File: config.mk
export PLATFORM = sky130hd
export DESIGN_NAME = payload_packet_framer_crc16
export DESIGN_NICKNAME = d
export VERILOG_FILES = /design/src/design/pfc_pkg.sv /design/src/design/payload_packet_framer_crc16.sv /design/src/design/pfc_ram.sv /design/src/design/pfc_ctrl.sv /design/src/design/pfc_dp.sv
export SDC_FILE = /design/constraint.sdc
export NUM_CORES = 1
export LEC_CHECK = 0
export ABC_AREA = 1
export BUFFER_PORTS_ARGS = -buffer_cell sky130_fd_sc_hd__buf_2
export CAP_MARGIN = 20
export CORE_ASPECT_RATIO = 1.75
export CORE_UTILIZATION = 55
export DETAILED_ROUTE_END_ITERATION = 10
export GPL_TIMING_DRIVEN = 0
export PLACE_DENSITY_LB_ADDON = 0.1
export SYNTH_ARGS = -nofsm -noshare
export SYNTH_HDL_FRONTEND = slang
export SYNTH_SLANG_ARGS = --single-unit
File: constraint.sdc
create_clock -name clock -period 3.6 [get_ports clock]
set_clock_uncertainty 0.15 [all_clocks]
set_input_delay 0.72 -clock clock [delete_from_list [all_inputs] [get_ports clock]]
set_output_delay 0.72 -clock clock [all_outputs]
set_load 0.1 [all_outputs]
File: src/design/pfc_pkg.sv
// ----------------------------------------------------------------------------
// pfc_pkg
// Shared types, constants and the CRC byte update for the packet framer.
// ----------------------------------------------------------------------------
package pfc_pkg;

   localparam logic [15:0] CRC_INIT    = 16'hFFFF;
   localparam logic [15:0] CRC_POLY    = 16'h1021;
   localparam logic [7:0]  MAGIC_RESET = 8'h69;

   // Header beats ahead of the payload: magic, descriptor, 4 timestamp bytes
   localparam int HDR_BYTES = 6;

   typedef struct packed {
      logic write;   // payload beat accepted
      logic emit;    // load next frame beat into the output register
   } cmd_type;

   typedef struct packed {
      logic fill_last;  // current write completes the payload
      logic pos_last;   // current frame beat is the CRC high byte
   } status_type;

   // CRC16-CCITT, MSB first, one byte
   function automatic logic [15:0] crc_byte(input logic [15:0] crc, input logic [7:0] b);
      logic [15:0] c;
      c = crc ^ {b, 8'h00};
      for (int k = 0; k < 8; k++) begin
         c = c[15] ? ((c << 1) ^ CRC_POLY) : (c << 1);
      end
      return c;
   endfunction

endpackage

File: src/design/payload_packet_framer_crc16.sv
// ----------------------------------------------------------------------------
// payload_packet_framer_crc16
// Collects payload beats into a packet and sends it framed with a CRC16.
// ----------------------------------------------------------------------------
// Each accepted req beat carries one payload byte. The first beat of a packet
// also captures its descriptor and timestamp; those fields are ignored on
// later beats. Once PAYLOAD_BYTES beats are in, the block sends the frame on
// rsp, one byte per beat: the magic byte (csr register, reset 0x69), the
// descriptor, the timestamp LSB first, the payload in arrival order, then the
// CRC16-CCITT (init 0xFFFF, poly 0x1021, MSB first, no final xor) over all
// preceding frame bytes, low byte then high byte. rsp_frame_last marks the
// CRC high byte. Rate: payload beats are taken one per cycle; the frame then
// goes out at one beat per cycle while rsp_ready is held, and req_ready stays
// low until the last frame byte is loaded into the output register, so a new
// packet is not taken while a frame is still going out. A single frame
// sequencer walks the payload RAM's read port and the CRC unit one byte per
// frame beat. Write csr only while the block is idle.
// ----------------------------------------------------------------------------
module payload_packet_framer_crc16 #(
   parameter int PAYLOAD_BYTES = 48
) (
   input  logic        clock,
   input  logic        reset,
   // payload input
   input  logic        req_valid,
   output logic        req_ready,
   input  logic [7:0]  req_data_byte,
   input  logic [7:0]  req_descriptor,
   input  logic [31:0] req_timestamp,
   // framed output
   output logic        rsp_valid,
   input  logic        rsp_ready,
   output logic [7:0]  rsp_frame_byte,
   output logic        rsp_frame_last,
   // magic byte register
   input  logic        csr_wr_en,
   input  logic [7:0]  csr_wr_data
);

   pfc_pkg::cmd_type    cmd;
   pfc_pkg::status_type status;

   // sequencing: collect beats, then walk the frame
   pfc_ctrl u_ctrl (
      .clock     (clock),
      .reset     (reset),
      .req_valid (req_valid),
      .req_ready (req_ready),
      .rsp_valid (rsp_valid),
      .rsp_ready (rsp_ready),
      .status    (status),
      .cmd       (cmd)
   );

   // storage, byte select and CRC
   pfc_dp #(
      .PAYLOAD_BYTES (PAYLOAD_BYTES)
   ) u_dp (
      .clock          (clock),
      .reset          (reset),
      .cmd            (cmd),
      .status         (status),
      .csr_wr_en      (csr_wr_en),
      .csr_wr_data    (csr_wr_data),
      .req_data_byte  (req_data_byte),
      .req_descriptor (req_descriptor),
      .req_timestamp  (req_timestamp),
      .rsp_frame_byte (rsp_frame_byte),
      .rsp_frame_last (rsp_frame_last)
   );

endmodule

File: src/design/pfc_ram.sv
// ----------------------------------------------------------------------------
// pfc_ram
// Generic single-write, single-read RAM with registered read data.
// ----------------------------------------------------------------------------
module pfc_ram #(
   parameter int WIDTH = 8,
   parameter int DEPTH = 48,
   localparam int ADDR_W = (DEPTH > 1) ? $clog2(DEPTH) : 1
) (
   input  logic              clock,
   input  logic              wr_en,
   input  logic [ADDR_W-1:0] wr_addr,
   input  logic [WIDTH-1:0]  wr_data,
   input  logic [ADDR_W-1:0] rd_addr,
   output logic [WIDTH-1:0]  rd_data
);

   logic [WIDTH-1:0] mem_ff [DEPTH];
   logic [WIDTH-1:0] rd_data_ff;

   always_ff @(posedge clock) begin
      if (wr_en) begin
         mem_ff[wr_addr] <= wr_data;
      end
      rd_data_ff <= mem_ff[rd_addr];
   end

   assign rd_data = rd_data_ff;

endmodule

File: src/design/pfc_ctrl.sv
// ----------------------------------------------------------------------------
// pfc_ctrl
// Collect/emit state machine and output valid for the packet framer.
// ----------------------------------------------------------------------------
module pfc_ctrl (
   input  logic                clock,
   input  logic                reset,
   input  logic                req_valid,
   output logic                req_ready,
   output logic                rsp_valid,
   input  logic                rsp_ready,
   input  pfc_pkg::status_type status,
   output pfc_pkg::cmd_type    cmd
);

   localparam logic ST_COLLECT = 1'b0;
   localparam logic ST_EMIT    = 1'b1;

   logic state_ff, state_in;
   logic rsp_valid_ff, rsp_valid_in;
   logic load;

   assign req_ready = (state_ff == ST_COLLECT);
   assign load      = (state_ff == ST_EMIT) && (!rsp_valid_ff || rsp_ready);

   assign cmd.write = req_valid && req_ready;
   assign cmd.emit  = load;

   always_comb begin
      state_in = state_ff;
      unique case (state_ff)
         ST_COLLECT: begin
            if (cmd.write && status.fill_last) begin
               state_in = ST_EMIT;
            end
         end
         ST_EMIT: begin
            if (load && status.pos_last) begin
               state_in = ST_COLLECT;
            end
         end
         default: state_in = ST_COLLECT;
      endcase
   end

   always_comb begin
      if (load) begin
         rsp_valid_in = 1'b1;
      end else if (rsp_ready) begin
         rsp_valid_in = 1'b0;
      end else begin
         rsp_valid_in = rsp_valid_ff;
      end
   end

   always_ff @(posedge clock) begin
      if (reset) begin
         state_ff     <= ST_COLLECT;
         rsp_valid_ff <= 1'b0;
      end else begin
         state_ff     <= state_in;
         rsp_valid_ff <= rsp_valid_in;
      end
   end

   assign rsp_valid = rsp_valid_ff;

endmodule

File: src/design/pfc_dp.sv
// ----------------------------------------------------------------------------
// pfc_dp
// Payload buffer, header registers, frame sequencer, CRC and output beat.
// ----------------------------------------------------------------------------
module pfc_dp #(
   parameter int PAYLOAD_BYTES = 48
) (
   input  logic                 clock,
   input  logic                 reset,
   input  pfc_pkg::cmd_type     cmd,
   output pfc_pkg::status_type  status,
   input  logic                 csr_wr_en,
   input  logic [7:0]           csr_wr_data,
   input  logic [7:0]           req_data_byte,
   input  logic [7:0]           req_descriptor,
   input  logic [31:0]          req_timestamp,
   output logic [7:0]           rsp_frame_byte,
   output logic                 rsp_frame_last
);

   localparam int ADDR_W    = (PAYLOAD_BYTES > 1) ? $clog2(PAYLOAD_BYTES) : 1;
   localparam int FRAME_LEN = PAYLOAD_BYTES + pfc_pkg::HDR_BYTES + 2;
   localparam int POS_W     = $clog2(FRAME_LEN);

   localparam logic [POS_W-1:0] POS_DESC = POS_W'(1);
   localparam logic [POS_W-1:0] POS_TS0  = POS_W'(2);
   localparam logic [POS_W-1:0] POS_TS1  = POS_W'(3);
   localparam logic [POS_W-1:0] POS_TS2  = POS_W'(4);
   localparam logic [POS_W-1:0] POS_TS3  = POS_W'(5);
   localparam logic [POS_W-1:0] POS_PAY  = POS_W'(pfc_pkg::HDR_BYTES);
   localparam logic [POS_W-1:0] POS_CRCL = POS_W'(PAYLOAD_BYTES + pfc_pkg::HDR_BYTES);
   localparam logic [POS_W-1:0] POS_CRCH = POS_W'(FRAME_LEN - 1);
   localparam logic [POS_W-1:0] POS_ZERO = '0;

   logic [7:0]        magic_ff, desc_ff;
   logic [31:0]       ts_ff;
   logic [ADDR_W-1:0] fill_ff, fill_in;
   logic [POS_W-1:0]  pos_ff, pos_in, rd_off;
   logic [15:0]       crc_ff, crc_in;
   logic [7:0]        byte_ff, byte_sel;
   logic              last_ff;
   logic [ADDR_W-1:0] rd_addr;
   logic [7:0]        rd_data;

   assign status.fill_last = (fill_ff == ADDR_W'(PAYLOAD_BYTES - 1));
   assign status.pos_last  = (pos_ff == POS_CRCH);

   // fill pointer wraps to zero on the beat that completes the payload
   always_comb begin
      fill_in = fill_ff;
      if (cmd.write) begin
         fill_in = status.fill_last ? '0 : fill_ff + ADDR_W'(1);
      end
   end

   always_comb begin
      pos_in = pos_ff;
      if (cmd.emit) begin
         pos_in = status.pos_last ? POS_ZERO : pos_ff + POS_W'(1);
      end
   end

   // read one beat ahead so payload data lines up with pos_ff
   assign rd_off  = pos_in - POS_PAY;
   assign rd_addr = (pos_in >= POS_PAY && pos_in < POS_CRCL) ? rd_off[ADDR_W-1:0] : '0;

   pfc_ram #(
      .WIDTH (8),
      .DEPTH (PAYLOAD_BYTES)
   ) u_ram (
      .clock   (clock),
      .wr_en   (cmd.write),
      .wr_addr (fill_ff),
      .wr_data (req_data_byte),
      .rd_addr (rd_addr),
      .rd_data (rd_data)
   );

   always_comb begin
      if (pos_ff == POS_ZERO)        byte_sel = magic_ff;
      else if (pos_ff == POS_DESC)   byte_sel = desc_ff;
      else if (pos_ff == POS_TS0)    byte_sel = ts_ff[7:0];
      else if (pos_ff == POS_TS1)    byte_sel = ts_ff[15:8];
      else if (pos_ff == POS_TS2)    byte_sel = ts_ff[23:16];
      else if (pos_ff == POS_TS3)    byte_sel = ts_ff[31:24];
      else if (pos_ff == POS_CRCL)   byte_sel = crc_ff[7:0];
      else if (pos_ff == POS_CRCH)   byte_sel = crc_ff[15:8];
      else                           byte_sel = rd_data;
   end

   // CRC covers everything ahead of the CRC bytes; restarts for next frame
   always_comb begin
      crc_in = crc_ff;
      if (cmd.emit) begin
         if (status.pos_last) begin
            crc_in = pfc_pkg::CRC_INIT;
         end else if (pos_ff < POS_CRCL) begin
            crc_in = pfc_pkg::crc_byte(crc_ff, byte_sel);
         end
      end
   end

   always_ff @(posedge clock) begin
      if (reset) begin
         magic_ff <= pfc_pkg::MAGIC_RESET;
         desc_ff  <= '0;
         ts_ff    <= '0;
         fill_ff  <= '0;
         pos_ff   <= '0;
         crc_ff   <= pfc_pkg::CRC_INIT;
      end else begin
         if (csr_wr_en) begin
            magic_ff <= csr_wr_data;
         end
         if (cmd.write && fill_ff == '0) begin
            desc_ff <= req_descriptor;
            ts_ff   <= req_timestamp;
         end
         fill_ff <= fill_in;
         pos_ff  <= pos_in;
         crc_ff  <= crc_in;
      end
   end

   always_ff @(posedge clock) begin
      if (cmd.emit) begin
         byte_ff <= byte_sel;
         last_ff <= status.pos_last;
      end
   end

   assign rsp_frame_byte = byte_ff;
   assign rsp_frame_last = last_ff;

endmodule
==> key figures <==
Outcome
  – Outcome: completed

Flow run
  – Max cap viols: 0

Setup path
  – CP Capture Type: flop
  – Type of origin of the critical path: flop
  – CP peak stage delay: ~0.4 ns
  – Slowest-stage cell, CP: dfxtp_2
  – Critical path required time: around 3.9 ns
  – Critical path's most frequent cell: nand3_1
  – CP max FO: 10
  – Critical path class: flop to flop
  – Worst path arrival time: about 3.8 ns
  – Ordered cell list for the critical path: ha_4, nand3_2, nor2_4, nand2_2, and2_1, o21ai_4, inv_2, nand2_4, nand2_2, nor2_4, buf_12, inv_2, buf_4, clkbuf_4, nand3_1, nand3_1, nand3_1, nand3_1, nand3_2, nand2_1

Synthesis
  – EDFF count, synth: between 300 and 400
  – Syn_area_per_cell: between 9 and 10 um^2
  – Synthesized area: around 21000 um^2
  – Ys Warns: 0
  – Post-synthesis sequential area ratio: between 60 and 70%
  – Net count after synthesis: around 2300
  – Synthesized netlist cell count: around 2200
  – Asr flop ratio synth: 0%
  – Synth Flop Type: edfxtp_1
  – Yosys reg bits: 479
  – Netlist cell types: 39

Global routing
  – Met3 GRT Util: approximately 4.0%
  – Met1 usage: approximately a third
  – Via count of the first global-routing pass: 16200
  – First-pass GRT wire length: around 90000 um
  – Grt total ovfl: 0
  – Largest net degree at the start of global routing: 49
  – Met2 Usage GRT: about 54%
  – Initial antenna violation count: 0
  – Most Crowded Layer GR: met2
  – GRT Util Overall: between 30% and 40%

Finish
  – N_diodes: 0
  – Commonest non-fill, non-tap cells in the layout: nand2_1 (413), edfxtp_1 (393), nand3_1 (330)
  – Layout cells sized above 1: 11.1%
  – Syn-to-layout area delta: 12.0%
  – Fin area: roughly 24000 um^2
  – Commonest non-fill, non-tap cell in the layout: nand2_1
  – Fin nets: between 2000 and 2500

Power
  – Worst vdd ir: approximately 470 uV
  – Int Power: ~8600 uW
  – Comb pwr share: around 3.8%
  – Switching share of power: a little over a fifth
  – Cell Pwr Density: 454 nW/um^2
  – Sw Pwr: around 2400 uW
  – Leak: roughly 0.0097 uW
  – Clock network power share: around two fifths
  – Sequential power share: 55.8%

Clock tree
  – Worst skew pair latency: 0.58 ns
  – CTS buffer count: 43
  – Clock root buffer: clkbuf_16
  – CTS tree: built
  – Clock slew at reported path FFs: approximately 0.07 ns
  – Clock Tree Buf Depth: 3
  – CTS Sinks: 479
  – H-Tree Level Count: 2

Floorplanning
  – Chip height: roughly 260 um
  – Initial core utilization: 55.9%
  – Ports: 72
  – Core Rows: 95
  – Core ar.: around 38000 um^2
  – Chip width: about 150 um
  – DIE AREA: 39800 um^2

Placement
  – Routability cong.: ~1
  – Final HPWL DP: 42100 um
  – # port buffers: 70
  – DP Area: around 22000 um^2
  – Place WS: -0.783 ns

Drt
  – DR iter-0 viols: about 1300
  – Drt wl/cell: 21.1 um
  – Vias: between 15000 and 20000
  – Drt pass-1 iters: 6
  – Drt total wl: 59700 um
  – Vias per Instance: ~5.7
  – Post-route ant nets: 0
  – Drc violations: 0

STA
  – Final min period: between 3 and 4 ns
  – Max_slew headroom: between 20% and 30%
  – Fmax achieved: about 0.29 GHz
  – Hold Vio Cnt, Final: 0
  – Setup ws final: 0.103 ns
  – Worst-margin pin slew: between 1 and 1.5 ns
  – Final setup vio count: 0
  – Final max-slew violation count: 0
  – Period utilization: roughly 97%

Hold path
  – Min-delay worst type: primary input to flop
power by group through the flow:
stage          Clock [uW]  Combinational, uW  Sequential, uW
3_5_place_dp            0                403            6220
5_1_grt              4620                463            6100
2_1_floorplan           0                200            6200
6_report             4410                418            6090
3_3_place_gp            0                390            6210
4_1_cts              4430                404            6100
routing by layer:
metal,vias to the layer above,part of all wire (%)
met2,610,51
met4,0,6.9
li1,7699,-
met3,200,5.7
met5,-,0
met1,7627,36
state kept, by name (all words and copies together), names as in the netlist, 6 cells and up:
| signal | cells |
|---|---|
| u_dp.desc_ff | 8 |
| u_dp.ts_ff | 32 |
| u_dp.pos_ff | 6 |
| u_dp.magic_ff | 8 |
| u_dp.u_ram.mem_ff | 384 |
| u_dp.crc_ff | 16 |
| u_dp.rsp_frame_byte | 8 |
| u_dp.fill_ff | 6 |
| u_dp.u_ram.rd_data | 8 |
cell type report:
cell class | instances | area [um^2]
fillers | 3220 | 14400
multi-input cells | 1295 | 6340
flip-flops and latches | 479 | 13500
well taps | 485 | 607
plain buffers | 121 | 592
inverters | 289 | 1090
clock inverters | 26 | 168
clock buffers | 51 | 1160
repair buffers | 83 | 539
cells by family after synthesis:
group | count (synthesis) | synth area share (%)
simple gates | 1090 | 23.3
xor+xnor | 1 | 0.0408
flops | 479 | 63.0
fa+ha+maj | 7 | 0.408
buf+inv | 410 | 7.65
compound gates | 197 | 5.62
cells in the mapped netlist, types with 13 or more instances:
master	instances	area [um^2]
nand2_1	414	1550
edfxtp_1	393	11800
nand3_1	334	1670
inv_1	274	1030
nor2_1	163	612
nand4_1	92	576
dfxtp_1	86	1720
o211ai_1	77	578
clkbuf_1	66	248
a21oi_1	59	295
o21ai_0	52	260
or2_1	42	263
buf_2	28	140
or2_2	21	131
buf_4	13	97.6
worst max-delay path: cells and delay by family, from the launching register on:
family,cells,cell delay [ns]
AO/OA/AOI/OAI,1,0.21
AND/OR/NAND/NOR,13,1.75
flip-flops,1,0.39
buffers and inverters,5,0.68
adder cells (fa/ha/maj),1,0.19
final timing paths:
check,start,endpoint,slack (ns),cells after the start
worst max-delay path,u_dp.pos_ff[0],u_dp.u_ram.rd_data[1],0.10,20
worst min-delay path,csr_wr_data[0],u_dp.magic_ff[0],0.22,3
worst max register to register,u_dp.pos_ff[0],u_dp.u_ram.rd_data[1],0.10,20
worst min register to register,u_dp.magic_ff[0],u_dp.magic_ff[0],0.31,2
through the flow:
stage | setup TNS (ns) | cells | hold slack, ns | util, % | power [uW]
3_5_place_dp | -5.92 | 2741 | 0.295 | 58.5 | 6620
2_1_floorplan | 0 | 2184 | 0.271 | - | 6400
5_1_grt | -0.0377 | 2829 | 0.231 | 62.6 | 11200
6_report | 0 | 2829 | 0.216 | 62.6 | 10900
3_3_place_gp | -5.61 | 2739 | 0.287 | 58.4 | 6600
4_1_cts | 0 | 2824 | 0.206 | 62.1 | 10900
repair_timing:
action                     4_1_cts  5_1_grt
pin swaps                        3        0
buffers inserted                 6        0
resized for setup               12       31
hold buffers                     0        0
hold endpoints to repair         0        0
setup endpoints to repair        8       11
(Power assumes the default switching activity.)
